## src/rtl/g3h_pkg.sv

```systemverilog
// Shared widths, types, codes and reset values of the 3D grid heuristic core.
package g3h_pkg;

    // Field and arithmetic widths
    localparam int COORD_BITS     = 10;
    localparam int COST_FRAC_BITS = 8;
    localparam int COST_BITS      = 16;
    localparam int DIST_BITS      = 28;
    localparam int CFG_IDX_BITS   = 2;
    localparam int CFG_DATA_BITS  = 16;

    // Sum of three differences, sum of three squares, padded to whole bit pairs
    localparam int DSUM_BITS = COORD_BITS + 2;
    localparam int SQ1_BITS  = 2 * COORD_BITS;
    localparam int SQ_BITS   = 2 * COORD_BITS + 2;
    localparam int SQ_PAD    = 2 * ((SQ_BITS + 1) / 2);

    // Square root: one cell per result bit
    localparam int ROOT_BITS = SQ_PAD / 2 + COST_FRAC_BITS;
    localparam int REM_BITS  = ROOT_BITS + 2;

    // Linear operand of the final multiply: the root or a difference sum
    localparam int OP_BITS = (ROOT_BITS > DSUM_BITS) ? ROOT_BITS : DSUM_BITS;

    // sqrt(3) in unsigned Q1.14
    localparam int SQRT3_BITS = 15;
    localparam int SQRT3_FRAC = 14;
    localparam int S3C_BITS   = COST_BITS + SQRT3_BITS;

    // Product and accumulator widths
    localparam int P1_BITS  = S3C_BITS + COORD_BITS;
    localparam int P2_BITS  = COST_BITS + COORD_BITS;
    localparam int P3_BITS  = COST_BITS + OP_BITS;
    localparam int ACC_BITS = P3_BITS + 2;

    typedef logic [COORD_BITS-1:0]    t_coord;
    typedef logic [DSUM_BITS-1:0]     t_dsum;
    typedef logic [SQ1_BITS-1:0]      t_sq1;
    typedef logic [SQ_BITS-1:0]       t_sq;
    typedef logic [SQ_PAD-1:0]        t_sqpad;
    typedef logic [ROOT_BITS-1:0]     t_root;
    typedef logic [REM_BITS-1:0]      t_rem;
    typedef logic [OP_BITS-1:0]       t_op;
    typedef logic [COST_BITS-1:0]     t_cost;
    typedef logic [SQRT3_BITS-1:0]    t_sqrt3;
    typedef logic [S3C_BITS-1:0]      t_s3c;
    typedef logic [P1_BITS-1:0]       t_p1;
    typedef logic [P2_BITS-1:0]       t_p2;
    typedef logic [P3_BITS-1:0]       t_p3;
    typedef logic [ACC_BITS-1:0]      t_acc;
    typedef logic [DIST_BITS-1:0]     t_dist;
    typedef logic [CFG_IDX_BITS-1:0]  t_cfg_idx;
    typedef logic [CFG_DATA_BITS-1:0] t_cfg_data;

    typedef enum logic [1:0] {
        METRIC_MANHATTAN = 2'd0,
        METRIC_CHEBYSHEV = 2'd1,
        METRIC_EUCLIDEAN = 2'd2,
        METRIC_DIAGONAL  = 2'd3
    } t_metric;

    // Register indexes on the configuration channel
    localparam t_cfg_idx REG_METRIC_MODE   = t_cfg_idx'(0);
    localparam t_cfg_idx REG_STRAIGHT_COST = t_cfg_idx'(1);
    localparam t_cfg_idx REG_FACE_COST     = t_cfg_idx'(2);

    // Constants and reset values
    localparam t_sqrt3  SQRT3_Q14      = t_sqrt3'(28378);
    localparam t_metric METRIC_RESET   = METRIC_MANHATTAN;
    localparam t_cost   STRAIGHT_RESET = t_cost'(256);
    localparam t_cost   FACE_RESET     = t_cost'(362);
    localparam t_s3c    S3C_RESET      = t_s3c'(STRAIGHT_RESET) * t_s3c'(SQRT3_Q14);
    localparam t_dist   DIST_MAX       = {DIST_BITS{1'b1}};

    // Operands for the cost stage that ride along the root chain
    typedef struct packed {
        t_coord low;   // smallest difference
        t_coord step;  // middle minus smallest
        t_op    lin;   // sum, maximum or largest minus middle, by metric
    } t_carry;

    // State handed from one root cell to the next
    typedef struct packed {
        t_sqpad bits;  // radicand, consumed two bits per cell from the top
        t_root  root;
        t_rem   rem;
        t_carry carry;
    } t_root_state;

endpackage

```

## src/rtl/g3h_root_cell.sv

```systemverilog
// One cell of the square root chain: settles one root bit and passes the state on.
module g3h_root_cell (
    input  logic                  i_clk,
    input  logic                  i_rst_n,
    input  logic                  i_en,
    input  logic                  i_valid,
    input  g3h_pkg::t_root_state  i_state,
    output logic                  o_valid,
    output g3h_pkg::t_root_state  o_state
);

    logic                             r_valid;
    g3h_pkg::t_root_state             r_state;
    g3h_pkg::t_root_state             n_state;
    logic [g3h_pkg::REM_BITS+1:0]     w_trial;
    logic [g3h_pkg::REM_BITS+1:0]     w_sub;
    logic [g3h_pkg::REM_BITS+1:0]     w_diff;

    // Bring down the next bit pair and try the subtraction
    always_comb begin
        w_trial = {i_state.rem, i_state.bits[g3h_pkg::SQ_PAD-1 -: 2]};
        w_sub   = {2'b00, i_state.root, 2'b01};
        w_diff  = w_trial - w_sub;
        n_state.bits  = {i_state.bits[g3h_pkg::SQ_PAD-3:0], 2'b00};
        n_state.carry = i_state.carry;
        if (w_trial >= w_sub) begin
            n_state.rem  = w_diff[g3h_pkg::REM_BITS-1:0];
            n_state.root = {i_state.root[g3h_pkg::ROOT_BITS-2:0], 1'b1};
        end else begin
            n_state.rem  = w_trial[g3h_pkg::REM_BITS-1:0];
            n_state.root = {i_state.root[g3h_pkg::ROOT_BITS-2:0], 1'b0};
        end
    end

    always_ff @(posedge i_clk) begin
        if (!i_rst_n) begin
            r_valid <= 1'b0;
        end else if (i_en) begin
            r_valid <= i_valid;
        end
    end

    always_ff @(posedge i_clk) begin
        if (i_en) begin
            r_state <= n_state;
        end
    end

    assign o_valid = r_valid;
    assign o_state = r_state;

endmodule

```

## config.mk

```make
export PLATFORM = sky130hd
export DESIGN_NAME = g3h_root_cell
export DESIGN_NICKNAME = d
export VERILOG_FILES = /design/src/rtl/g3h_pkg.sv /design/src/rtl/g3h_root_cell.sv
export SDC_FILE = /design/constraint.sdc
export NUM_CORES = 1
export LEC_CHECK = 0
export ABC_CLOCK_PERIOD_IN_PS = 3900
export BUFFER_PORTS_ARGS = -buffer_cell sky130_fd_sc_hd__buf_2
export CORE_ASPECT_RATIO = 1.75
export CORE_MARGIN = 10
export CORE_UTILIZATION = 51
export DETAILED_ROUTE_END_ITERATION = 8
export PLACE_DENSITY = 0.91
export SLEW_MARGIN = 20
export SYNTH_ARGS = -nofsm -noshare
export SYNTH_HDL_FRONTEND = slang
export SYNTH_SLANG_ARGS = --single-unit
export TNS_END_PERCENT = 30
```

## constraint.sdc

```tcl
create_clock -name i_clk -period 3.9 [get_ports i_clk]
set_clock_uncertainty 0.1 [all_clocks]
set_input_delay 0.585 -clock i_clk [delete_from_list [all_inputs] [get_ports i_clk]]
set_output_delay 0.585 -clock i_clk [all_outputs]
set_load 0.005 [all_outputs]
```

==> metrics.md <==
| Metric | Value |
|---|---|
| Top-Level Pins | `approximately 210` |
| Required time of the critical path | `between 3000 and 4000 ps` |
| Placed Cells | `between 600 and 700` |
| CTS Buffer Depth | `2` |
| Async SR Flop Fraction | `0%` |
| Max-cap violations | `0` |
| Footprint of the multi-input gates | `1438 sq um` |
| Post-synth top flop | `edfxtp_1` |
| Outcome | `completed` |
| Vias in the first global route | `3,663` |
| Pwr Total | `2.794 mW` |
| Gate Count Post-Synth | `around 320` |
| GP Congestion | `0.8953` |
| Htree depth | `3` |
| Buf/Inv on CP | `3` |
| Reg2reg end | `o_valid` |
| # fillers | `between 600 and 700` |
| Synth Cell Area | `approximately 4600 sq um` |
| CTS tree | `built` |
| Count leader, synth | `edfxtp_1` |
| Worst-path cell chain | `buf_2 > inv_1 > ha_1 > a21oi_1 > o21ai_0 > a21oi_2 > o21bai_2 > a211oi_4 > buf_4 > mux2_2` |
| #FFs+latches synth | `100` |
| Avg Cell Area, Syn | `14.41 sq um` |
| Minimum clock period | `~2800 ps` |
| Initial Util | `52.69%` |
| Vert. Die Dim | `145.6 um` |
| DR vias | `3,371` |
| Register area | `roughly 3000 sq um` |
| Worst setup path category | `in -> reg` |
| Die area | `13,360 sq um` |
| Crit path capture | `o_state[41]` |
| Clk_lat worst skew | `330 ps` |
| RSZ-0062 raised after global routing | `no` |
| Reg-to-reg startpoint | `o_valid` |
| Seq/Total Area, Yosys | `65.09%` |
| Root Buffer | `clkbuf_16` |
| Final net count | `roughly 660` |
| Final WL | `13,200 um` |
| Resize count post-CTS | `0` |
| DP HPWL | `around 11,000 um` |
| CP Launch Type | `input port` |
| Top delay family on crit path | `compound AO/OA/AOI/OAI gates` |
| # diodes | `0` |
| Residual DRC | `0` |
| Layout cells sized above 1 | `46.44%` |
| Worst r2r path cells | `2` |
| Clock sinks | `100` |
| Router iterations before antenna repair | `4` |
| Slack of the worst reg-to-reg path | `3180 ps` |
| CP Data Arrival Time | `2760 ps` |
| Post-synth top cells | `edfxtp_1 (99), inv_1 (24), a21oi_1 (22)` |
| I/O Buffers | `204` |
| Largest net degree at the start of global routing | `between 40 and 50` |
| Layout Utilization | `69.26%` |
| Post-synth top area share | `64.65%` |
| Yosys warns | `0` |
| Global-route wire length before repair | `19,690 um` |
| Static leakage | `2.663 nW` |
| WL/cell | `20.27 um` |
| TNS Setup | `0 ps` |
| Fin. max-slew vios | `0` |
| Via/cell ratio | `5.178` |
| EDFF count, synth | `99` |
| CTS Hold Bufs | `0` |
| Final ANT Viol Nets | `0` |
| WP depth | `10` |
| Hold Path Class | `in -> reg` |
| Synth top area cells | `edfxtp_1 (65%), ha_1 (5.7%), mux2_4 (5.2%)` |
| Tcrit/Tclk final | `a little under three quarters` |
| Synth-to-layout area growth | `31.46%` |
| Power Density | `around 460 nW/um^2` |
| Leading area contributor after synthesis | `edfxtp_1` |
| Initial antenna violation count | `0` |
| Worst Tran Pin Value | `approximately 610 ps` |
| Slowest cell delay on critical path | `about 400 ps` |
| Total CTS buffers | `9` |
| Gr ovfl total | `0` |
| Max Freq | `361.3 MHz` |
| Crit path launch | `i_state[66]` |
| Slew headroom | `between 50% and 60%` |
| Initial DRC Count | `119` |
| # rows | `45` |
| Netlist cell types | `43` |
| CP max FO | `12` |
| Final Hold Fails | `0` |
| Cell Count, Final, Fillers Out | `651` |
| Die width | `91.78 um` |
| Total setup buffers inserted after CTS | `0` |
| All-Layer GR Usage | `between 10% and 20%` |
| Max VDD drop | `approximately 0.27 mV` |
| Total core area | `8727 sq um` |
| Endpoints failing setup | `0` |
| CP endpoint kind | `flip-flop` |
| Slowest cell on the critical path | `ha_1` |
| Clock-pin slew of the registers on the worst-case setup and hold paths | `70 ps` |
## final cells by class
cell class	instances	share of cell area (%)
repair buffers	208	17.43
clock inverters	6	1.573
flip-flops and latches	100	49.51
multi-input cells	186	23.78
inverters	24	1.490
clock buffers	10	3.788
well taps	117	2.422
## metrics by stage
step | hold WS, ps | setup slack [ps] | area [sq um]
after floorplan | 407.3 | 1086 | 4602
after global placement | 399.9 | 808.4 | 5720
after detailed placement | 451.3 | 786.9 | 5720
after CTS | 307.7 | 1148 | 6045
after global routing | 303.5 | 1048 | 6045
final | 319.0 | 1132 | 6045
## state kept, by name, summed over array words and instances, names as in the netlist
register and count:
o_state 99, o_valid 1
## cells in the final DEF, fill, tap and decap left out, types with 2 or more instances in the layout
master / netlist / final
nor2_1: 16 / 16
nand4_1: 3 / 3
xor2_1: 7 / 7
a211oi_1: 3 / 3
o211ai_1: 7 / 7
clkinvlp_4: 0 / 2
mux2_2: 2 / 2
buf_4: 3 / 5
a21o_1: 3 / 3
a21oi_1: 22 / 22
nand3_1: 5 / 5
ha_1: 21 / 21
buf_2: 2 / 203
o21a_1: 6 / 6
bufinv_16: 0 / 2
xnor2_1: 12 / 12
nand2b_1: 3 / 3
conb_1: 1 / 2
nor3_1: 5 / 5
mux2_4: 16 / 16
o21bai_1: 3 / 3
clkbuf_16: 0 / 9
o21ai_0: 14 / 14
mux2i_1: 3 / 3
inv_1: 24 / 24
nand2_1: 16 / 16
edfxtp_1: 99 / 99
and4_1: 2 / 2
## where the power goes
| part | internal (mW) | total, mW | switching (mW) | leakage [nW] |
|---|---|---|---|---|
| logic | 0.243 | 0.503 | 0.260 | 1.53 |
| clock network | 0.569 | 0.959 | 0.390 | 0.151 |
| registers | 1.31 | 1.33 | 0.0259 | 0.977 |
| total | 2.12 | 2.79 | 0.676 | 2.66 |
## worst min path at each step
stage | endpoint | start | cells after the start
finish | o_state[24] | i_state[24] | 1
global placement | o_valid | o_valid | 2
detailed placement | o_valid | o_valid | 2
global route | o_state[24] | i_state[24] | 1
CTS | o_state[27] | i_state[27] | 1
floorplan | o_valid | o_valid | 2
## routing by layer
metal	wire length [um]	global-route usage (%)	vias up	share of wire, %
met2	7380	35.28	152	56
li1	-	-	1608	-
met5	0	0	-	0
met4	352	7.984	0	2.7
met3	937	5.776	22	7.1
met1	4527	18.17	1589	34
## cells by family after synthesis
group                      Yosys count  synth area share, %
AOI/OAI and AO/OA                   68                9.633
xor gates and xnor gates            19                3.619
adders and majority gates           21                5.714
buffers and inverters               34                3.728
DFF                                100                65.09
muxes                               21                6.367
other                                1              0.08155
and+or+nand+nor                     55                5.769
Note: power is estimated with default switching activity, not from simulation.
