--- config.mk ---
export PLATFORM = sky130hd
export DESIGN_NAME = g3h_cost
export DESIGN_NICKNAME = d
export VERILOG_FILES = /design/src/rtl/g3h_pkg.sv /design/src/rtl/g3h_cost.sv
export SDC_FILE = /design/constraint.sdc
export NUM_CORES = 2
export LEC_CHECK = 0
export ABC_AREA = 1
export CORE_ASPECT_RATIO = 0.5
export CORE_MARGIN = 3
export CORE_UTILIZATION = 35
export CTS_CLUSTER_SIZE = 16
export DETAILED_ROUTE_END_ITERATION = 16
export DONT_BUFFER_PORTS = 1
export GPL_TIMING_DRIVEN = 0
export SLEW_MARGIN = 30
export SYNTH_ARGS = -nofsm -noshare
export SYNTH_HDL_FRONTEND = slang
export SYNTH_SLANG_ARGS = --single-unit
--- constraint.sdc ---
create_clock -name i_clk -period 7 [get_ports i_clk]
set_input_delay 0.35 -clock i_clk [delete_from_list [all_inputs] [get_ports i_clk]]
set_output_delay 0.35 -clock i_clk [all_outputs]
set_load 0.02 [all_outputs]
--- src/rtl/g3h_pkg.sv ---
// Shared widths, types, codes and reset values of the 3D grid heuristic core.
package g3h_pkg;

    // Field and arithmetic widths
    localparam int COORD_BITS     = 10;
    localparam int COST_FRAC_BITS = 8;
    localparam int COST_BITS      = 16;
    localparam int DIST_BITS      = 28;
    localparam int CFG_IDX_BITS   = 2;
    localparam int CFG_DATA_BITS  = 16;

    // Sum of three differences, sum of three squares, padded to whole bit pairs
    localparam int DSUM_BITS = COORD_BITS + 2;
    localparam int SQ1_BITS  = 2 * COORD_BITS;
    localparam int SQ_BITS   = 2 * COORD_BITS + 2;
    localparam int SQ_PAD    = 2 * ((SQ_BITS + 1) / 2);

    // Square root: one cell per result bit
    localparam int ROOT_BITS = SQ_PAD / 2 + COST_FRAC_BITS;
    localparam int REM_BITS  = ROOT_BITS + 2;

    // Linear operand of the final multiply: the root or a difference sum
    localparam int OP_BITS = (ROOT_BITS > DSUM_BITS) ? ROOT_BITS : DSUM_BITS;

    // sqrt(3) in unsigned Q1.14
    localparam int SQRT3_BITS = 15;
    localparam int SQRT3_FRAC = 14;
    localparam int S3C_BITS   = COST_BITS + SQRT3_BITS;

    // Product and accumulator widths
    localparam int P1_BITS  = S3C_BITS + COORD_BITS;
    localparam int P2_BITS  = COST_BITS + COORD_BITS;
    localparam int P3_BITS  = COST_BITS + OP_BITS;
    localparam int ACC_BITS = P3_BITS + 2;

    typedef logic [COORD_BITS-1:0]    t_coord;
    typedef logic [DSUM_BITS-1:0]     t_dsum;
    typedef logic [SQ1_BITS-1:0]      t_sq1;
    typedef logic [SQ_BITS-1:0]       t_sq;
    typedef logic [SQ_PAD-1:0]        t_sqpad;
    typedef logic [ROOT_BITS-1:0]     t_root;
    typedef logic [REM_BITS-1:0]      t_rem;
    typedef logic [OP_BITS-1:0]       t_op;
    typedef logic [COST_BITS-1:0]     t_cost;
    typedef logic [SQRT3_BITS-1:0]    t_sqrt3;
    typedef logic [S3C_BITS-1:0]      t_s3c;
    typedef logic [P1_BITS-1:0]       t_p1;
    typedef logic [P2_BITS-1:0]       t_p2;
    typedef logic [P3_BITS-1:0]       t_p3;
    typedef logic [ACC_BITS-1:0]      t_acc;
    typedef logic [DIST_BITS-1:0]     t_dist;
    typedef logic [CFG_IDX_BITS-1:0]  t_cfg_idx;
    typedef logic [CFG_DATA_BITS-1:0] t_cfg_data;

    typedef enum logic [1:0] {
        METRIC_MANHATTAN = 2'd0,
        METRIC_CHEBYSHEV = 2'd1,
        METRIC_EUCLIDEAN = 2'd2,
        METRIC_DIAGONAL  = 2'd3
    } t_metric;

    // Register indexes on the configuration channel
    localparam t_cfg_idx REG_METRIC_MODE   = t_cfg_idx'(0);
    localparam t_cfg_idx REG_STRAIGHT_COST = t_cfg_idx'(1);
    localparam t_cfg_idx REG_FACE_COST     = t_cfg_idx'(2);

    // Constants and reset values
    localparam t_sqrt3  SQRT3_Q14      = t_sqrt3'(28378);
    localparam t_metric METRIC_RESET   = METRIC_MANHATTAN;
    localparam t_cost   STRAIGHT_RESET = t_cost'(256);
    localparam t_cost   FACE_RESET     = t_cost'(362);
    localparam t_s3c    S3C_RESET      = t_s3c'(STRAIGHT_RESET) * t_s3c'(SQRT3_Q14);
    localparam t_dist   DIST_MAX       = {DIST_BITS{1'b1}};

    // Operands for the cost stage that ride along the root chain
    typedef struct packed {
        t_coord low;   // smallest difference
        t_coord step;  // middle minus smallest
        t_op    lin;   // sum, maximum or largest minus middle, by metric
    } t_carry;

    // State handed from one root cell to the next
    typedef struct packed {
        t_sqpad bits;  // radicand, consumed two bits per cell from the top
        t_root  root;
        t_rem   rem;
        t_carry carry;
    } t_root_state;

endpackage

--- src/rtl/g3h_cost.sv ---
// Cost stage: scales the metric operands by the step costs, sums and saturates.
module g3h_cost (
    input  logic                  i_clk,
    input  logic                  i_rst_n,
    input  logic                  i_en,
    input  logic                  i_valid,
    input  g3h_pkg::t_root_state  i_state,
    input  g3h_pkg::t_metric      i_mode,
    input  g3h_pkg::t_cost        i_straight,
    input  g3h_pkg::t_cost        i_face,
    input  g3h_pkg::t_s3c         i_s3_cost,
    output logic                  o_valid,
    output g3h_pkg::t_dist        o_dist
);

    logic              r_v1, r_v2;
    g3h_pkg::t_p1      r_p1;
    g3h_pkg::t_p2      r_p2;
    g3h_pkg::t_p3      r_p3;
    g3h_pkg::t_dist    r_dist;

    g3h_pkg::t_op      w_op;
    g3h_pkg::t_acc     w_t1, w_t2, w_t3, w_acc;
    g3h_pkg::t_dist    n_dist;

    // Euclidean scales the root, the other metrics their linear operand
    assign w_op = (i_mode == g3h_pkg::METRIC_EUCLIDEAN) ? g3h_pkg::t_op'(i_state.root)
                                                        : i_state.carry.lin;

    // Terms, sum and clamp to the output range
    always_comb begin
        w_t1 = g3h_pkg::t_acc'(r_p1 >> g3h_pkg::SQRT3_FRAC);
        w_t2 = g3h_pkg::t_acc'(r_p2);
        if (i_mode == g3h_pkg::METRIC_EUCLIDEAN) begin
            w_t3 = g3h_pkg::t_acc'(r_p3 >> g3h_pkg::COST_FRAC_BITS);
        end else begin
            w_t3 = g3h_pkg::t_acc'(r_p3);
        end
        if (i_mode == g3h_pkg::METRIC_DIAGONAL) begin
            w_acc = w_t1 + w_t2 + w_t3;
        end else begin
            w_acc = w_t3;
        end
        if (w_acc > g3h_pkg::t_acc'(g3h_pkg::DIST_MAX)) begin
            n_dist = g3h_pkg::DIST_MAX;
        end else begin
            n_dist = g3h_pkg::t_dist'(w_acc);
        end
    end

    always_ff @(posedge i_clk) begin
        if (!i_rst_n) begin
            r_v1 <= 1'b0;
            r_v2 <= 1'b0;
        end else if (i_en) begin
            r_v1 <= i_valid;
            r_v2 <= r_v1;
        end
    end

    // Three independent multipliers, then the adder stage
    always_ff @(posedge i_clk) begin
        if (i_en) begin
            r_p1   <= g3h_pkg::t_p1'(i_s3_cost) * g3h_pkg::t_p1'(i_state.carry.low);
            r_p2   <= g3h_pkg::t_p2'(i_face) * g3h_pkg::t_p2'(i_state.carry.step);
            r_p3   <= g3h_pkg::t_p3'(i_straight) * g3h_pkg::t_p3'(w_op);
            r_dist <= n_dist;
        end
    end

    assign o_valid = r_v2;
    assign o_dist  = r_dist;

endmodule

==> run_results.csv <==
group,metric,value,unit
synthesis,yosysWarnings,0,
drt,totalWireLength,96.14,mm
finish,layout.nets,5319,
sta,fmax,149.4,MHz
cts,clk_root_buffer_cell,"clkbuf_16",
setup_path,r2r_slack,2.72,ns
worst_hold_path,worstHoldStart,"i_rst_n",
setup_path,cp_slowest_cell,"fa_1",
placement,placed_area,34570,um2
drt,routedWlPerCell,17.38,um
grt,grt_max_degree,120,
sta,finalSetupViolCount,0,
floorplanning,die_height,223.2,um
sta,grt_setup_unrepaired,"no",
finish,drive_gt1_share,3.916,%
setup_path,path_buf_inv,7,
floorplanning,fp.dieArea,98270,um2
setup_path,cp.arrival,6.86,ns
sta,period_share,95.64,%
setup_path,crit_fanout,10,
cts,numCtsBuffers,17,
synthesis,synth-seq-cells,118,
floorplanning,ios,199,
setup_path,cp-start-kind,"input port",
drt,vias,26690,
placement,place.port_buffers,0,
grt,grt_first_pass_wirelength,154.0,mm
grt,grt-ovfl-total,0,
placement,dp_slack,-1.197,ns
drt,via_per_inst,4.826,
synthesis,syn_nets,5296,
drt,wl_met2,44.78,mm
setup_path,critPathMostFrequentCell,"fa_1",
finish,final_area,35320,um2
cts,cts_tree,"yes",
setup_path,critical_path_class,"input port to register",
cts,cts_max_level,4,
sta,worst_slew_pin_slew,0.9982,ns
cts,clock_path_buffers,2,
worst_hold_path,hold_end,"o_valid$_SDFFE_PN0P_",
cts,cts_hold_buffers,0,
placement,routabilityCongestion,0.9568,
drt,drcViolationCount,0,
synthesis,synth_edf_count,116,
sta,min_period,6.694,ns
sta,slew_viol_final,0,
drt,wl_met1,42.34,mm
synthesis,syn_area_per_cell,7.760,um2
setup_path,cpLargestDelayFamily,"adder cells",
synthesis,synthFlopType,"edfxtp_1",
setup_path,reg2regPathDepth,18,
finish,syn_to_final_growth,6.981,%
grt,grt_pass1_vias,28170,
sta,clock_skew,0.01192,ns
sta,hold_violations,0,
drt,drtAntennaViolNets,0,
cts,clkTransAtPathRegs,0.06,ns
drt,met3RoutedLength,6.429,mm
grt,grt_use_total,19.92,%
cts,clock-sinks,118,
setup_path,reg2reg_from,"r_p3[31]$_DFFE_PP_",
floorplanning,die_width,440.3,um
sta,tns,0,ns
floorplanning,coreArea,92030,um2
cts,insertion_delay,0.43,ns
sta,fin_hold_ws,0.05796,ns
synthesis,async_reset_ff_share,0,%
setup_path,r2r-end,"o_dist[19]$_SDFFCE_PN1P_",
run_status,status,"finished, final reports clean",
sta,layout_setup_ws,0.3055,ns
placement,hpwl,81.90,mm
setup_path,endpoint_kind,"register",
floorplanning,initial_core_util,35.87,%
floorplanning,rows,78,
synthesis,syn_inst,4254,
drt,drt_iter0_markers,1962,
synthesis,seq_area_frac_synth,10.67,%
sta,slew-limit-headroom,32.75,%
finish,antennaDiodeCount,0,
setup_path,crit_required,7.17,ns
drt,drtPass1Iterations,6,
synthesis,ys_types,57,
grt,antenna_found_initial,7,
worst_hold_path,holdPathStages,2,
setup_path,cpPeakStageDelay,0.52,ns
synthesis,syn_area,33010,um2
run,drv_cap,0,
worst_hold_path,timing.hold.worst.class,"input port to register",
drt,highest_layer,"met5",
==> worst max path at each step <==
stage	startpoint	end	slack, ns	cells after the start
after floorplan	i_mode[0]	r_p3[25]$_DFFE_PP_	0.83	24
after global placement	i_mode[0]	r_p3[25]$_DFFE_PP_	-1.30	24
after detailed placement	i_mode[0]	r_p3[25]$_DFFE_PP_	-1.20	24
after CTS	i_mode[0]	r_p3[29]$_DFFE_PP_	0.002	26
after global routing	i_mode[1]	r_p3[32]$_DFFE_PP_	0.009	28
final	i_mode[0]	r_p3[29]$_DFFE_PP_	0.31	26
==> worst register-to-register path, stage by stage, from the launching register on <==
cell	delay (ns)
edfxtp_1	0.40
inv_1	0.07
o21ai_0	0.62
inv_1	0.13
fa_1	0.52
inv_1	0.05
ha_1	0.44
nand2_1	0.13
nor2_1	0.28
nand2_1	0.12
nor2_1	0.11
nand2_1	0.06
nand2_1	0.16
nand2_1	0.09
nand2_1	0.06
o21ai_0	0.09
inv_2	0.21
buf_4	0.26
nand4_2	0.20
==> cell usage after synthesis (10+ instances only) <==
cell type	n	area (um2)
a31oi_1	14	87.58
nand4_2	20	250.2
or2_2	25	156.4
xnor2_1	30	262.8
o21bai_1	14	105.1
nor3_1	19	95.09
a21o_1	24	180.2
inv_1	1115	4185
nand2_2	14	87.58
fa_1	602	12050
nand4_1	28	175.2
nor2_1	288	1081
o21ai_1	10	50.05
xor2_1	58	508.0
a21oi_1	121	605.6
edfxtp_1	116	3483
nand2_1	1049	3938
o21ai_0	107	535.5
nand3_1	86	430.4
ha_1	270	3378
clkbuf_1	133	499.2
==> through the flow <==
stage / std cells / util, %
after CTS: 5526 / 38.26
after global routing: 5530 / 38.38
final: 5530 / 38.38
after global placement: 5494 / 37.56
after detailed placement: 5494 / 37.57
after floorplan: 4254 / -
==> final cells by class <==
cell class              count  area [um2]
plain buffers             154       664.4
clock inverters            14       128.9
fillers                  9590       56710
well taps                1240        1551
multi-input cells        2851       24720
clock buffers              18       439.2
repair buffers              4       30.03
inverters                1131        4263
flip-flops and latches    118        3523
==> kinds of logic after synthesis <==
| group | count (synthesis) | share of synthesized area [%] |
|---|---|---|
| xor+xnor | 88 | 2.335 |
| compound gates | 326 | 5.598 |
| mux | 5 | 0.1516 |
| simple gates | 1560 | 19.69 |
| buf+inv | 1285 | 14.82 |
| flops | 118 | 10.67 |
| fa+ha+maj | 872 | 46.74 |
==> flip-flops by register name, summed over array words and instances (netlist names) <==
signal   cells
o_valid      1
r_v1         1
o_dist      28
r_p3        35
r_p1        27
r_p2        26
==> placed cells by master (no fill, tap or decap), drive strengths merged, types with 2 or more instances in the layout <==
cell,instances
inv,1125
nand2,1066
fa,602
nor2,296
ha,270
clkbuf,150
a21oi,122
o21ai,120
edfxtp,116
nand3,90
xor2,58
nand4,48
xnor2,30
or2,26
buf,26
a21o,24
nor3,21
o21bai,14
a31oi,14
clkinv,12
o21a,9
a21boi,8
clkinvlp,7
nor4,6
mux2i,5
a211oi,4
and3,4
a31o,3
o221ai,2
nand3b,2
dfxtp,2
==> repair_timing <==
action	4_1_cts	5_1_grt
resized for setup	23	26
pin swaps	1	3
setup endpoints to repair	18	11
buffers inserted	0	4
==> metal layers <==
| layer | global-route usage (%) | vias to the layer above |
|---|---|---|
| li1 | - | 12570 |
| met1 | 27.00 | 13120 |
| met2 | 33.13 | 858 |
| met3 | 3.084 | 131 |
| met4 | 5.314 | 10 |
| met5 | 0 | - |
Power is left out: the tool's default activity adds up to more than one toggle a clock period on the data nets, which glitch-free logic cannot reach.
