==> config.mk <==
export PLATFORM = sky130hd
export DESIGN_NAME = g3h_front
export DESIGN_NICKNAME = d
export VERILOG_FILES = /design/src/rtl/g3h_pkg.sv /design/src/rtl/g3h_front.sv
export SDC_FILE = /design/constraint.sdc
export NUM_CORES = 1
export LEC_CHECK = 0
export ABC_AREA = 1
export CAP_MARGIN = 20
export CELL_PAD_IN_SITES_DETAIL_PLACEMENT = 1
export CELL_PAD_IN_SITES_GLOBAL_PLACEMENT = 2
export CORE_UTILIZATION = 38
export DETAILED_ROUTE_END_ITERATION = 10
export DONT_BUFFER_PORTS = 1
export HOLD_SLACK_MARGIN = 0.02
export PLACE_DENSITY = 0.81
export RECOVER_POWER = 100
export SYNTH_ARGS = -nofsm -noshare
export SYNTH_HDL_FRONTEND = slang
export SYNTH_SLANG_ARGS = --single-unit
==> constraint.sdc <==
create_clock -name i_clk -period 17.92 [get_ports i_clk]
set_input_delay 3.584 -clock i_clk [delete_from_list [all_inputs] [get_ports i_clk]]
set_output_delay 3.584 -clock i_clk [all_outputs]
set_load 0.05 [all_outputs]
==> src/rtl/g3h_pkg.sv <==
// Shared widths, types, codes and reset values of the 3D grid heuristic core.
package g3h_pkg;

    // Field and arithmetic widths
    localparam int COORD_BITS     = 10;
    localparam int COST_FRAC_BITS = 8;
    localparam int COST_BITS      = 16;
    localparam int DIST_BITS      = 28;
    localparam int CFG_IDX_BITS   = 2;
    localparam int CFG_DATA_BITS  = 16;

    // Sum of three differences, sum of three squares, padded to whole bit pairs
    localparam int DSUM_BITS = COORD_BITS + 2;
    localparam int SQ1_BITS  = 2 * COORD_BITS;
    localparam int SQ_BITS   = 2 * COORD_BITS + 2;
    localparam int SQ_PAD    = 2 * ((SQ_BITS + 1) / 2);

    // Square root: one cell per result bit
    localparam int ROOT_BITS = SQ_PAD / 2 + COST_FRAC_BITS;
    localparam int REM_BITS  = ROOT_BITS + 2;

    // Linear operand of the final multiply: the root or a difference sum
    localparam int OP_BITS = (ROOT_BITS > DSUM_BITS) ? ROOT_BITS : DSUM_BITS;

    // sqrt(3) in unsigned Q1.14
    localparam int SQRT3_BITS = 15;
    localparam int SQRT3_FRAC = 14;
    localparam int S3C_BITS   = COST_BITS + SQRT3_BITS;

    // Product and accumulator widths
    localparam int P1_BITS  = S3C_BITS + COORD_BITS;
    localparam int P2_BITS  = COST_BITS + COORD_BITS;
    localparam int P3_BITS  = COST_BITS + OP_BITS;
    localparam int ACC_BITS = P3_BITS + 2;

    typedef logic [COORD_BITS-1:0]    t_coord;
    typedef logic [DSUM_BITS-1:0]     t_dsum;
    typedef logic [SQ1_BITS-1:0]      t_sq1;
    typedef logic [SQ_BITS-1:0]       t_sq;
    typedef logic [SQ_PAD-1:0]        t_sqpad;
    typedef logic [ROOT_BITS-1:0]     t_root;
    typedef logic [REM_BITS-1:0]      t_rem;
    typedef logic [OP_BITS-1:0]       t_op;
    typedef logic [COST_BITS-1:0]     t_cost;
    typedef logic [SQRT3_BITS-1:0]    t_sqrt3;
    typedef logic [S3C_BITS-1:0]      t_s3c;
    typedef logic [P1_BITS-1:0]       t_p1;
    typedef logic [P2_BITS-1:0]       t_p2;
    typedef logic [P3_BITS-1:0]       t_p3;
    typedef logic [ACC_BITS-1:0]      t_acc;
    typedef logic [DIST_BITS-1:0]     t_dist;
    typedef logic [CFG_IDX_BITS-1:0]  t_cfg_idx;
    typedef logic [CFG_DATA_BITS-1:0] t_cfg_data;

    typedef enum logic [1:0] {
        METRIC_MANHATTAN = 2'd0,
        METRIC_CHEBYSHEV = 2'd1,
        METRIC_EUCLIDEAN = 2'd2,
        METRIC_DIAGONAL  = 2'd3
    } t_metric;

    // Register indexes on the configuration channel
    localparam t_cfg_idx REG_METRIC_MODE   = t_cfg_idx'(0);
    localparam t_cfg_idx REG_STRAIGHT_COST = t_cfg_idx'(1);
    localparam t_cfg_idx REG_FACE_COST     = t_cfg_idx'(2);

    // Constants and reset values
    localparam t_sqrt3  SQRT3_Q14      = t_sqrt3'(28378);
    localparam t_metric METRIC_RESET   = METRIC_MANHATTAN;
    localparam t_cost   STRAIGHT_RESET = t_cost'(256);
    localparam t_cost   FACE_RESET     = t_cost'(362);
    localparam t_s3c    S3C_RESET      = t_s3c'(STRAIGHT_RESET) * t_s3c'(SQRT3_Q14);
    localparam t_dist   DIST_MAX       = {DIST_BITS{1'b1}};

    // Operands for the cost stage that ride along the root chain
    typedef struct packed {
        t_coord low;   // smallest difference
        t_coord step;  // middle minus smallest
        t_op    lin;   // sum, maximum or largest minus middle, by metric
    } t_carry;

    // State handed from one root cell to the next
    typedef struct packed {
        t_sqpad bits;  // radicand, consumed two bits per cell from the top
        t_root  root;
        t_rem   rem;
        t_carry carry;
    } t_root_state;

endpackage

==> src/rtl/g3h_front.sv <==
// Front end: absolute differences, sorting, metric operands and sum of squares.
module g3h_front (
    input  logic                  i_clk,
    input  logic                  i_rst_n,
    input  logic                  i_en,
    input  logic                  i_valid,
    input  g3h_pkg::t_metric      i_mode,
    input  g3h_pkg::t_coord       i_start_row,
    input  g3h_pkg::t_coord       i_start_col,
    input  g3h_pkg::t_coord       i_start_level,
    input  g3h_pkg::t_coord       i_goal_row,
    input  g3h_pkg::t_coord       i_goal_col,
    input  g3h_pkg::t_coord       i_goal_level,
    output logic                  o_valid,
    output g3h_pkg::t_root_state  o_state
);

    // Stage 1 registers: differences
    logic                 r_v1;
    g3h_pkg::t_coord      r_dr, r_dc, r_dl;
    // Stage 2 registers: squares and operands
    logic                 r_v2;
    g3h_pkg::t_sq1        r_sq_r, r_sq_c, r_sq_l;
    g3h_pkg::t_carry      r_carry2;
    // Stage 3 registers: chain entry
    logic                 r_v3;
    g3h_pkg::t_root_state r_state3;

    g3h_pkg::t_coord      n_dr, n_dc, n_dl;
    g3h_pkg::t_coord      w_min, w_max, w_mid, w_lo1, w_hi1;
    g3h_pkg::t_dsum       w_sum;
    g3h_pkg::t_carry      n_carry2;
    g3h_pkg::t_root_state n_state3;

    // Absolute differences
    always_comb begin
        n_dr = (i_start_row   > i_goal_row)   ? i_start_row - i_goal_row
                                              : i_goal_row - i_start_row;
        n_dc = (i_start_col   > i_goal_col)   ? i_start_col - i_goal_col
                                              : i_goal_col - i_start_col;
        n_dl = (i_start_level > i_goal_level) ? i_start_level - i_goal_level
                                              : i_goal_level - i_start_level;
    end

    // Sort three differences and pick the linear operand of the metric
    always_comb begin
        w_lo1 = (r_dr < r_dc) ? r_dr : r_dc;
        w_hi1 = (r_dr < r_dc) ? r_dc : r_dr;
        w_min = (w_lo1 < r_dl) ? w_lo1 : r_dl;
        w_max = (w_hi1 > r_dl) ? w_hi1 : r_dl;
        w_sum = g3h_pkg::t_dsum'(r_dr) + g3h_pkg::t_dsum'(r_dc) + g3h_pkg::t_dsum'(r_dl);
        w_mid = g3h_pkg::t_coord'(w_sum - g3h_pkg::t_dsum'(w_min) - g3h_pkg::t_dsum'(w_max));
        n_carry2.low  = w_min;
        n_carry2.step = w_mid - w_min;
        case (i_mode)
            g3h_pkg::METRIC_MANHATTAN: n_carry2.lin = g3h_pkg::t_op'(w_sum);
            g3h_pkg::METRIC_CHEBYSHEV: n_carry2.lin = g3h_pkg::t_op'(w_max);
            g3h_pkg::METRIC_DIAGONAL:  n_carry2.lin = g3h_pkg::t_op'(w_max - w_mid);
            default:                   n_carry2.lin = '0;
        endcase
    end

    // Sum of squares enters the root chain with an empty root and remainder
    always_comb begin
        n_state3.bits  = g3h_pkg::t_sqpad'(g3h_pkg::t_sq'(r_sq_r) + g3h_pkg::t_sq'(r_sq_c)
                                           + g3h_pkg::t_sq'(r_sq_l));
        n_state3.root  = '0;
        n_state3.rem   = '0;
        n_state3.carry = r_carry2;
    end

    // Valid bits
    always_ff @(posedge i_clk) begin
        if (!i_rst_n) begin
            r_v1 <= 1'b0;
            r_v2 <= 1'b0;
            r_v3 <= 1'b0;
        end else if (i_en) begin
            r_v1 <= i_valid;
            r_v2 <= r_v1;
            r_v3 <= r_v2;
        end
    end

    // Payload
    always_ff @(posedge i_clk) begin
        if (i_en) begin
            r_dr     <= n_dr;
            r_dc     <= n_dc;
            r_dl     <= n_dl;
            r_sq_r   <= g3h_pkg::t_sq1'(r_dr) * g3h_pkg::t_sq1'(r_dr);
            r_sq_c   <= g3h_pkg::t_sq1'(r_dc) * g3h_pkg::t_sq1'(r_dc);
            r_sq_l   <= g3h_pkg::t_sq1'(r_dl) * g3h_pkg::t_sq1'(r_dl);
            r_carry2 <= n_carry2;
            r_state3 <= n_state3;
        end
    end

    assign o_valid = r_v3;
    assign o_state = r_state3;

endmodule

==> impl_summary.md, run 1 <==
Critical path
For the worst setup path, the data arrival time is 9030 ps. The worst register-to-register path begins at r_dc[7]$_DFFE_PP_. The maximum single-stage delay on the critical path is 980 ps. The kind of end point of the critical path is a flop.

The required time at the worst-slack endpoint is 18220 ps. The setup check on the worst reg-to-reg path leaves a slack of 9190 ps. The slowest stage of the critical path is the sky130_fd_sc_hd__nand3_1 cell. Along the worst path, the maximum fanout reaches 38. The worst reg2reg path depth is 32. The startpoint kind of the worst setup timing path is a flop. The most prevalent standard cell on the critical path is sky130_fd_sc_hd__nand2_1.

The kind of critical path is flop to flop. In this run the critical register-to-register path is captured at n_state3[11]$_DFFE_PP_.

Timing
For the pin with the worst max-slew slack, the measured transition is 2350 ps. The final sum of negative setup slack is 0 ps. The final number of hold-violating endpoints is 0. The final clock skew is 14.2 ps. Across all hold checks on the routed design, the worst slack comes to 425 ps. The worst path in the final design needs a cycle of 8730 ps, including I/O delays and setup. Setup repair after global routing left no endpoint under its margin.

The worst pin sits at a relative slew slack of -56.5%. The maximum achievable frequency is 115 MHz. The portion of the clock cycle consumed by the worst path in the final layout is 48.7%. Setup violations remaining at the end of the flow were counted as 0. The total count of max-transition violations in the final report is 3.

Global routing
The number of antenna violations at the first check in global routing is 2. The via count of the first global-routing pass is 16300. In the global route stage, met3 resource usage came out at 2.69%. The layer flagged by global routing as most heavily used is met2. The total global routing overflow is 0. The largest net degree at the start of global routing is 180. The met2 usage is 34.3%. The total global routing track utilization is 19.9%. The first global-routing pass estimated 86800 µm of wire. For this run, global-route usage on met1 was measured as 25.9%.

Yosys
The area fraction in compound gates after synthesis is 9.83%. After synthesis, the share of cell area in mux cells is 0.866%. The synthesized area divided by synthesized cell count is 8.96 µm². Counting distinct cell types in the post-synthesis netlist gives 62. Summing the sequential cell areas from Yosys gives 25.4% of the chip area. The number of warnings printed during yosys synthesis is 0. The post-synthesis simple-gate area fraction is 11.8%. The area of the mapped netlist is 0.0209 mm². In this run, synthesis produced a sequential element count of 178.

Yosys mapped a number of flops with a built-in enable equal to 175. Of all flip-flops after synthesis, the portion carrying an async set or reset was 0%. Summing the areas of all fa, ha and maj instances in the mapped netlist gives 34.4% of the synthesized area. In the synthesized netlist, the number of instances is 2337. After Yosys synthesis, XOR and XNOR cells account for 5.98% of the synthesized area. After synthesis, the largest family of logic cells by area is adder cells. The predominant post-synthesis flop cell is sky130_fd_sc_hd__edfxtp_1.

Die
The core region area is 0.0541 mm². The site row count is 85. Once the floorplan was initialized, standard cells occupied 38.7% of the core. The die span in y is 237 µm.

The width of the chip is 237 µm. The die covers 0.0561 mm². The number of primary I/O pins is 168.

Route
The first routing iteration left 689 violations. The routed wire length is 53700 µm. The remaining routing DRC violations is 0. The number of detailed-route iterations in the first pass is 5. The detail-routed via count per cell is 4.98. The count of antenna-violating nets left after detailed routing is 0. The vias after detailed routing is 15100.

The average wire per cell in the routed design is 17.7 µm.

Finish
The library cell used most frequently in the layout, excluding fill and tap cells, is sky130_fd_sc_hd__inv_1. Cells with a size suffix above 1 make up 3.68% of the layout. The signed area change from the synthesized netlist to the final layout is 5.23%. The library cells used most frequently in the layout, excluding fill and tap cells, are sky130_fd_sc_hd__inv_1 (490), sky130_fd_sc_hd__nand2_1 (412), sky130_fd_sc_hd__ha_1 (282).

The count of nets after finishing is 2856. The utilization after layout is 40.7%. The number of diodes is 0. The filler-free cell count of the finished design is 3033.

Clocking
The root buffer cell is sky130_fd_sc_hd__clkbuf_16. Once the clock tree was built, the setup fixing pass inserted 0 buffers. At the later pin of the worst-skew pair, clock insertion delay measures 490 ps. The total number of H-tree levels is 4. After clock tree synthesis, the flow added hold-fix buffers numbering 0.

The clock slew seen by the registers of the worst setup and hold paths is 80 ps. The maximum clock insertion buffer count is 2. Clock tree synthesis found a total of 178 sinks. The number of buffers added by the clock tree synthesis step is 17. The clock tree from TritonCTS is built. The count of instances resized after the clock tree is built is 0.

Placement
The number of placed instances, taps included, is 3001. The congestion estimate from routability-driven global placement came to 0.872. The total half-perimeter wirelength after legalization and detailed placement is 45000 µm. Port buffering added 0 buffers.

Worst hold path
The startpoint of the worst hold path is n_state3[1]$_DFFE_PP_. The worst hold path passes through 0 cells. The worst min-delay path category is flop to flop. The endpoint with the worst hold slack is o_state[1]$_DFFE_PP_.

Status
The run finished, with violations left. The final reports fail on capacitance limit, slew limit.

Run
The number of maximum-capacitance constraint violations is 2.
==> critical path: cells and delay by family, from the launching register on <==
family | cells | cell delay, ps
AO/OA/AOI/OAI | 13 | 3330
XOR/XNOR | 1 | 160
adder cells (fa/ha/maj) | 5 | 1550
buffers and inverters | 3 | 740
flip-flops | 1 | 700
AND/OR/NAND/NOR | 10 | 2060
==> cell families after synthesis <==
group,Yosys count
AO/OA/AOI/OAI,347
XOR/XNOR,143
adder cells (fa/ha/maj),466
buffers and inverters,589
flip-flops,178
multiplexers,17
other,1
AND/OR/NAND/NOR,596
==> state kept, by name, summed over array words and instances, names as in the netlist <==
register and count:
r_dl 10, r_sq_r 19, r_dc 10, r_dr 10, r_v2 1, r_v1 1, o_state 55, r_sq_c 19
n_state3 33, o_valid 1, r_sq_l 19
==> cells in the mapped netlist, types with 3 or more instances <==
library cell	n	area share [%]
sky130_fd_sc_hd__a21boi_0	3	0.11
sky130_fd_sc_hd__nand4_1	11	0.33
sky130_fd_sc_hd__o21ai_0	61	1.5
sky130_fd_sc_hd__or2_2	5	0.15
sky130_fd_sc_hd__nor2_1	77	1.4
sky130_fd_sc_hd__fa_1	184	18
sky130_fd_sc_hd__o21ai_1	31	0.74
sky130_fd_sc_hd__buf_6	5	0.27
sky130_fd_sc_hd__nand2_1	409	7.3
sky130_fd_sc_hd__edfxtp_1	175	25
sky130_fd_sc_hd__a21oi_1	150	3.6
sky130_fd_sc_hd__o2111ai_1	5	0.21
sky130_fd_sc_hd__inv_2	8	0.14
sky130_fd_sc_hd__a31oi_1	5	0.15
sky130_fd_sc_hd__mux2i_1	8	0.38
sky130_fd_sc_hd__a21boi_1	3	0.11
sky130_fd_sc_hd__nand2_2	9	0.27
sky130_fd_sc_hd__nor3_1	17	0.41
sky130_fd_sc_hd__a21o_1	16	0.57
sky130_fd_sc_hd__o221ai_1	4	0.17
sky130_fd_sc_hd__o21bai_1	13	0.47
sky130_fd_sc_hd__o31ai_1	9	0.32
sky130_fd_sc_hd__ha_1	282	17
sky130_fd_sc_hd__o211ai_1	7	0.25
sky130_fd_sc_hd__a221oi_1	5	0.21
sky130_fd_sc_hd__buf_4	48	1.7
sky130_fd_sc_hd__buf_2	5	0.12
sky130_fd_sc_hd__nand3_2	5	0.24
sky130_fd_sc_hd__inv_1	490	8.8
sky130_fd_sc_hd__xnor2_1	40	1.7
sky130_fd_sc_hd__nand3_1	48	1.1
sky130_fd_sc_hd__mux2_2	9	0.48
sky130_fd_sc_hd__o21ai_2	17	0.71
sky130_fd_sc_hd__a211oi_1	4	0.14
sky130_fd_sc_hd__clkbuf_1	31	0.56
sky130_fd_sc_hd__xor2_1	103	4.3
sky130_fd_sc_hd__dfxtp_1	3	0.29
==> final cells by class <==
class	count	area (µm²)
flip-flops and latches	178	5320
inverters	499	1870
well taps	696	871
repair buffers	16	101
clock inverters	15	184
multi-input cells	1612	13300
fillers	6322	32100
clock buffers	17	425
==> per-layer routing <==
layer	up-vias	wire (µm)	part of all wire (%)
met1	7469	25000	47
met2	215	26000	48
met5	-	0	0
li1	7375	-	-
met3	55	1580	2.9
met4	0	1100	2.1
==> stage by stage <==
| stage | setup slack [ps] | instance area, µm² |
|---|---|---|
| after floorplan | 11820 | 21100 |
| after CTS | 10520 | 22200 |
| after global placement | 10930 | 21500 |
| after global routing | 8320 | 22000 |
| after detailed placement | 10580 | 21500 |
| final | 9190 | 22000 |
==> worst max path at each step <==
stage                                 start                endpoint  slack (ps)  depth (start not counted)
after floorplan           r_dc[3]$_DFFE_PP_   n_state3[9]$_DFFE_PP_       11820                         41
after global placement    r_dc[7]$_DFFE_PP_   n_state3[9]$_DFFE_PP_       10930                         36
after detailed placement  r_dc[7]$_DFFE_PP_  n_state3[11]$_DFFE_PP_       10580                         33
after CTS                 r_dc[4]$_DFFE_PP_  n_state3[11]$_DFFE_PP_       10520                         35
after global routing      r_dc[7]$_DFFE_PP_  n_state3[11]$_DFFE_PP_        8320                         32
final                     r_dc[7]$_DFFE_PP_  n_state3[11]$_DFFE_PP_        9190                         32
Power of run 1 is not shown: default switching activity piles up to over one toggle a cycle in this logic, so the estimate is an artifact.
==> inputs of run 2 (changes only) <==
==> constraint.sdc (replaced) <==
create_clock -name i_clk -period 8.7 [get_ports i_clk]
set_input_delay 1.74 -clock i_clk [delete_from_list [all_inputs] [get_ports i_clk]]
set_output_delay 1.74 -clock i_clk [all_outputs]
set_load 0.05 [all_outputs]
==> run 2 against run 1 <==
Against the previous run:
- the run still ends with capacitance limit, slew limit left
- flip-flop and latch count unchanged
- core utilization increased by 0.055 points
- first-iteration DRC count decreased by 18%
- global-route usage increased by 0.11 points
- critical path depth increased by 4
- clock-buffer cell count unchanged
- register-to-register slack got worse by 8100 ps
- largest cell class unchanged
==> impl_summary.md, run 2 (same netlist as run 1, synthesis figures left out) <==
Critical path
STA classifies the critical path endpoint as a flop. The startpoint kind of the worst setup timing path is a flop. The cell class contributing the biggest share of worst-path delay is simple AND/OR/NAND/NOR gates. The buffer and inverter count on the worst path is 4 (+1).

The cell that appears most often on the critical path is sky130_fd_sc_hd__nand2_1. The arrival time at the worst endpoint is 7910 ps (-1120 ps). The kind of critical path is flop to flop. The required time at the worst-slack endpoint is 8960 ps (-9260 ps). For this design, the slowest cell found on the critical path is sky130_fd_sc_hd__edfxtp_1.

The critical-path maximum fanout is 38 (unchanged). The maximum single-stage delay on the critical path was 740 ps (-240 ps).

Finish
The final standard cell area without fillers is 0.0221 mm² (+0.14%). The library cells used most frequently in the layout, excluding fill and tap cells, are sky130_fd_sc_hd__inv_1 (491), sky130_fd_sc_hd__nand2_1 (412), sky130_fd_sc_hd__ha_1 (282). The number of diodes is 0 (unchanged). The proportion of layout cells with a drive suffix above 1 is 3.72% (+0.040 points). The flip-flop count of the largest register, all copies and words added came to 55 (unchanged). The count of nets after finishing is 2858 (+0.070%).

The signed area change from the synthesized netlist to the final layout is 5.38%. The fill cell instance count of the final layout is 6343 (+0.33%). The utilization after layout came to 40.8% (+0.055 points).

Leaving out fill and tap cells, the most frequent cell in the layout is sky130_fd_sc_hd__inv_1.

Global routing
The total global routing overflow is 0 (unchanged). The global-route met1 utilization is 25.1% (-0.75 points). The met2 usage is 35.3% (+0.96 points). The largest net degree at the start of global routing is 180 (unchanged). The layer flagged by global routing as most heavily used is met2. The total global routing track utilization is 20.0% (+0.11 points). The first-pass GRT wire length is 87000 µm (+0.22%). The via count of the first global-routing pass is 16600 (+1.7%).

The routing usage on met3 came to 3.82% (+1.1 points). The number of antenna violations at the first check in global routing was 1 (-1).

Timing
The total count of max-transition violations in the final report came to 3 (unchanged). The worst path setup slack after routing is 1050 ps (-8140 ps). The maximum achievable frequency is 131 MHz (+14%). The number of failing setup endpoints in the final timing report came to 0 (unchanged). The portion of the clock cycle consumed by the worst path in the final layout came to 87.9% (+39 points).

The final clock skew is 18.6 ps (+4.33 ps). The final number of hold-violating endpoints was 0 (unchanged). The final sum of negative setup slack came to 0 ps (unchanged). The relative slew slack was -56.4% (+0.12 points).

Setup repair after global routing left no endpoint under its margin. The final critical-path required period is 7650 ps (-1080 ps). The slew at the pin closest to its max-slew limit came to 2350 ps (-1.75 ps).

Clocking
The maximum clock insertion buffer count is 2 (unchanged). CTS placed an instance of sky130_fd_sc_hd__clkbuf_16 at the clock tree root. The later-pin clock latency in the skew report is 490 ps (about the same).

The number of hold buffers added after cts is 0 (unchanged). The total setup buffers inserted after CTS was 0 (unchanged). The clock slew seen by the registers of the worst setup and hold paths is 90 ps (about the same).

The count of instances resized after the clock tree is built came to 0 (unchanged). The total number of H-tree levels came to 4 (unchanged). The number of buffers added by the clock tree synthesis step is 17 (unchanged). The clock tree from TritonCTS is built. The clock sink count is 178 (unchanged).

Route
The DRC marker count from the first detailed-route iteration is 564 (-18%). The average wire per cell in the routed design is 17.9 µm (+1.2%). The count of antenna-violating nets left after detailed routing came to 0 (unchanged). The number of detailed-route iterations in the first pass is 7 (+2). The routed wire length is 54400 µm (+1.3%). The vias after detailed routing was 15200 (+0.24%). The remaining routing DRC violations was 0 (unchanged). The detail-routed via count per cell was 4.99 (+0.18%).

Worst hold path
The worst min-delay path category is flop to flop.

Die
The die footprint is 0.0561 mm² (unchanged). The starting density of the core is 38.7% (unchanged). The site row count is 85 (unchanged). The core region area is 0.0541 mm² (unchanged). The die span in y is 237 µm (unchanged).

The number of primary I/O pins came to 168 (unchanged). The width of the chip is 237 µm (unchanged).

Placement
The worst-case setup slack after placement was 1350 ps (-9230 ps). The count of buffers from port buffering is 0 (unchanged). The total half-perimeter wirelength after legalization and detailed placement is 45500 µm (+1.2%). The final weighted congestion in routability-driven placement is 0.865 (-0.78%). The placement-stage cell area is 0.0216 mm² (about the same).

Run
The number of maximum-capacitance constraint violations is 2 (unchanged).

Status
The flow ran to the end, but the final reports show violations. The final reports fail on capacitance limit, slew limit.
==> run 2: metal layers <==
metal / vias up / part of all wire (%)
met2: 214 / 49
li1: 7374 / -
met5: - / 0
met4: 0 / 1.5
met3: 53 / 3.8
met1: 7510 / 45
==> run 2: layout make-up <==
cell class | instances | area [µm²] | share of cell area [%]
Clock buffer | 17 | 425 | 1.93
Clock inverter | 15 | 186 | 0.845
Inverter | 499 | 1880 | 8.51
Multi-Input combinational cell | 1612 | 13300 | 60.2
Sequential cell | 178 | 5320 | 24.1
Tap cell | 696 | 871 | 3.95
Timing Repair Buffer | 18 | 116 | 0.527
==> run 2: path summary, 6_finish.rpt <==
check                         from               endpoint  slack, ps  depth (start not counted)
max reg2reg      r_dc[9]$_DFFE_PP_  n_state3[9]$_DFFE_PP_       1050                         36
min          n_state3[6]$_DFFE_PP_   o_state[6]$_DFFE_PP_        420                          0
min reg2reg  n_state3[6]$_DFFE_PP_   o_state[6]$_DFFE_PP_        420                          0
max              r_dc[9]$_DFFE_PP_  n_state3[9]$_DFFE_PP_       1050                         36
==> run 2: stage by stage <==
step | hold WS [ps] | cells
6_report | 423 | 3035
3_5_place_dp | 408 | 3003
2_1_floorplan | 400 | 2379
5_1_grt | 431 | 3035
3_3_place_gp | 402 | 3003
4_1_cts | 424 | 3035
==> run 2: worst reg2reg max path: cells and delay by family, from the launching register on <==
| kind | cells | cell delay (ps) |
|---|---|---|
| AND/OR/NAND/NOR | 15 | 2370 |
| adder cells (fa/ha/maj) | 5 | 1670 |
| AO/OA/AOI/OAI | 10 | 1610 |
| flip-flops | 1 | 740 |
| buffers and inverters | 4 | 720 |
| XOR/XNOR | 2 | 320 |
Power of run 2 is left out for the same reason.
==> inputs of run 3 (changes only) <==
==> constraint.sdc (replaced) <==
create_clock -name i_clk -period 8.7 [get_ports i_clk]
set_input_delay 1.74 -clock i_clk [delete_from_list [all_inputs] [get_ports i_clk]]
set_output_delay 1.74 -clock i_clk [all_outputs]
set_load 0.02 [all_outputs]
==> run 3 against run 2 <==
Against the previous run:
- the flow still finishes with violations (capacitance limit, slew limit)
- critical path depth shrank 7
- final cell count is essentially flat
- first-iteration DRC count grew 9.0%
- global-route usage grew 0.37 points
- sequential share of layout area is essentially flat
- worst hold slack lost 0.59 ps
- die area is the same
- highest routed layer unchanged
==> impl_summary.md, run 3 (same netlist as run 1, synthesis figures left out) <==
Timing
The slew at the pin closest to its max-slew limit is 1620 ps (-722 ps). The portion of the clock cycle consumed by the worst path in the final layout came to 88.3% (+0.41 points). The final number of hold-violating endpoints is 0 (unchanged). The relative slew slack is -7.86% (+49 points). The final critical-path required period is 7690 ps (+35.6 ps). The final clock skew is 15.6 ps (-3.01 ps).

The maximum achievable frequency is 130 MHz (-0.46%). The number of failing setup endpoints in the final timing report is 0 (unchanged). The total count of max-transition violations in the final report is 1 (-2).

The worst hold-check slack is 423 ps (-0.592 ps). Setup repair after global routing left no endpoint under its margin. The final sum of negative setup slack is 0 ps (unchanged).

Die
The starting density of the core is 38.7% (unchanged). The die footprint is 0.0561 mm² (unchanged). The site row count is 85 (unchanged).

The width of the chip is 237 µm (unchanged). The number of primary I/O pins is 168 (unchanged). The core region area is 0.0541 mm² (unchanged). The die span in y was 237 µm (unchanged).

Clocking
The count of instances resized after the clock tree is built is 0 (unchanged). The number of buffers added by the clock tree synthesis step is 17 (unchanged). The clock tree from TritonCTS is built. The later-pin clock latency in the skew report is 490 ps (about the same). The total setup buffers inserted after CTS is 0 (unchanged). The clock sink count is 178 (unchanged).

The total number of H-tree levels is 4 (unchanged). The maximum clock insertion buffer count was 2 (unchanged). The root buffer cell is sky130_fd_sc_hd__clkbuf_16.

The clock slew seen by the registers of the worst setup and hold paths is 80 ps (about the same). The number of hold buffers added after cts is 0 (unchanged).

Critical path
The worst register-to-register path ends at n_state3[9]$_DFFE_PP_. The required time at the worst-slack endpoint is 8950 ps (about the same). The maximum single-stage delay on the critical path is 720 ps (-20 ps). The highest-delay cell along the critical path is sky130_fd_sc_hd__edfxtp_1. STA classifies the critical path startpoint as a flop. In this run the critical register-to-register path is launched from r_dc[9]$_DFFE_PP_. The worst reg2reg path depth came to 29 (-19%). The buffer and inverter count on the worst path is 3 (-1). The critical path ends at n_state3[9]$_DFFE_PP_. The critical path in this run is classified as flop to flop. The critical-path maximum fanout is 38 (unchanged). The arrival time at the worst endpoint is 7940 ps (+30 ps). Tracing the worst setup path back leads to its startpoint at r_dc[9]$_DFFE_PP_.

The number of cells on the critical path is 29 (-19%). The cell family contributing the most delay on the critical path is compound AO/OA/AOI/OAI gates. The reg2reg setup slack was 1010 ps (-40 ps). The kind of end point of the critical path is a flop.

Route
The detailed-route wire length on metal 1 was 25200 µm (+2.0%). The remaining routing DRC violations is 0 (unchanged). The vias after detailed routing was 15200 (+0.24%). The average wire per cell in the routed design came to 18.0 µm (+0.18%). The routed wire length on met2 is 27100 µm (+1.1%). The count of antenna-violating nets left after detailed routing came to 0 (unchanged).

The detail-routed via count per cell is 5.01 (+0.28%). The routed wire length was 54500 µm (+0.15%). The DRC marker count from the first detailed-route iteration is 615 (+9.0%).

The highest routed metal layer is met4. The met3 routed wirelength is 1560 µm (-25%). The number of detailed-route iterations in the first pass is 7 (unchanged).

Global routing
The number of antenna violations at the first check in global routing is 0 (-1). The first-pass GRT wire length is 89200 µm (+2.5%). The via count of the first global-routing pass is 16800 (+1.4%). The total global routing track utilization was 20.4% (+0.37 points). The total global routing overflow was 0 (unchanged). The largest net degree at the start of global routing is 180 (unchanged).

Finish
The fill cell instance count of the final layout was 6339 (-0.063%). In the layout the commonest cells are sky130_fd_sc_hd__inv_1 (490), sky130_fd_sc_hd__nand2_1 (412), sky130_fd_sc_hd__ha_1 (282). The library cell used most frequently in the layout, excluding fill and tap cells, is sky130_fd_sc_hd__inv_1.

The proportion of layout cells with a drive suffix above 1 is 3.76% (+0.044 points). The signed area change from the synthesized netlist to the final layout is 5.19%. The count of nets after finishing is 2857 (-0.035%).

The number of diodes is 0 (unchanged). The flip-flop count of the largest register, all copies and words added is 55 (unchanged).

Status
The final reports fail on capacitance limit, slew limit. The run finished, with violations left.

Worst hold path
The tightest min-delay check is of the flop to flop type.

Placement
The total half-perimeter wirelength after legalization and detailed placement is 45600 µm (+0.16%). The count of buffers from port buffering is 0 (unchanged). The final weighted congestion in routability-driven placement was 0.873 (+0.86%).

Run
The number of maximum-capacitance constraint violations came to 1 (-1).
-- run 3: cell count changes in the layout (fill, tap and decap cells not counted), moves of 2 or more --
cell,change
sky130_fd_sc_hd__clkinv_8,-3
sky130_fd_sc_hd__clkinvlp_4,+3
sky130_fd_sc_hd__inv_6,+2
sky130_fd_sc_hd__nand3_1,-2
sky130_fd_sc_hd__nand3_2,+2
-- run 3: per-stage QoR --
| step | util (%) | cell area, µm² | setup WS, ps | std cells |
|---|---|---|---|---|
| final | 40.7 | 22000 | 1010 | 3034 |
| after global routing | 40.7 | 22000 | 258 | 3034 |
| after CTS | 40.8 | 22100 | 1310 | 3034 |
| after detailed placement | 39.8 | 21500 | 1340 | 3002 |
| after global placement | 39.8 | 21500 | 1710 | 3002 |
| after floorplan | - | 21100 | 2600 | 2379 |
-- run 3: final cells by class --
class                   instances  area (µm²)  area share [%]
clock inverters                14         140           0.636
inverters                     499        1880            8.53
repair buffers                 17         113           0.511
flip-flops and latches        178        5320            24.1
well taps                     696         871            3.95
multi-input cells            1612       13300            60.3
clock buffers                  18         429            1.95
-- run 3: how the worst min path moves through the flow --
stage | startpoint | end | slack [ps] | cells past startpoint
2_1_floorplan | n_state3[0]$_DFFE_PP_ | o_state[0]$_DFFE_PP_ | 400 | 0
3_5_place_dp | n_state3[1]$_DFFE_PP_ | o_state[1]$_DFFE_PP_ | 410 | 0
6_report | n_state3[24]$_DFFE_PP_ | o_state[24]$_DFFE_PP_ | 420 | 0
4_1_cts | n_state3[1]$_DFFE_PP_ | o_state[1]$_DFFE_PP_ | 420 | 0
5_1_grt | n_state3[22]$_DFFE_PP_ | o_state[22]$_DFFE_PP_ | 430 | 0
3_3_place_gp | n_state3[7]$_DFFE_PP_ | o_state[7]$_DFFE_PP_ | 400 | 0
-- run 3: per-layer routing --
layer / vias to the layer above / GRT usage [%]
li1: 7375 / -
met1: 7574 / 26.3
met2: 209 / 36.0
met3: 30 / 2.86
met4: 0 / 4.64
met5: - / 0
Power of run 3 is left out for the same reason.
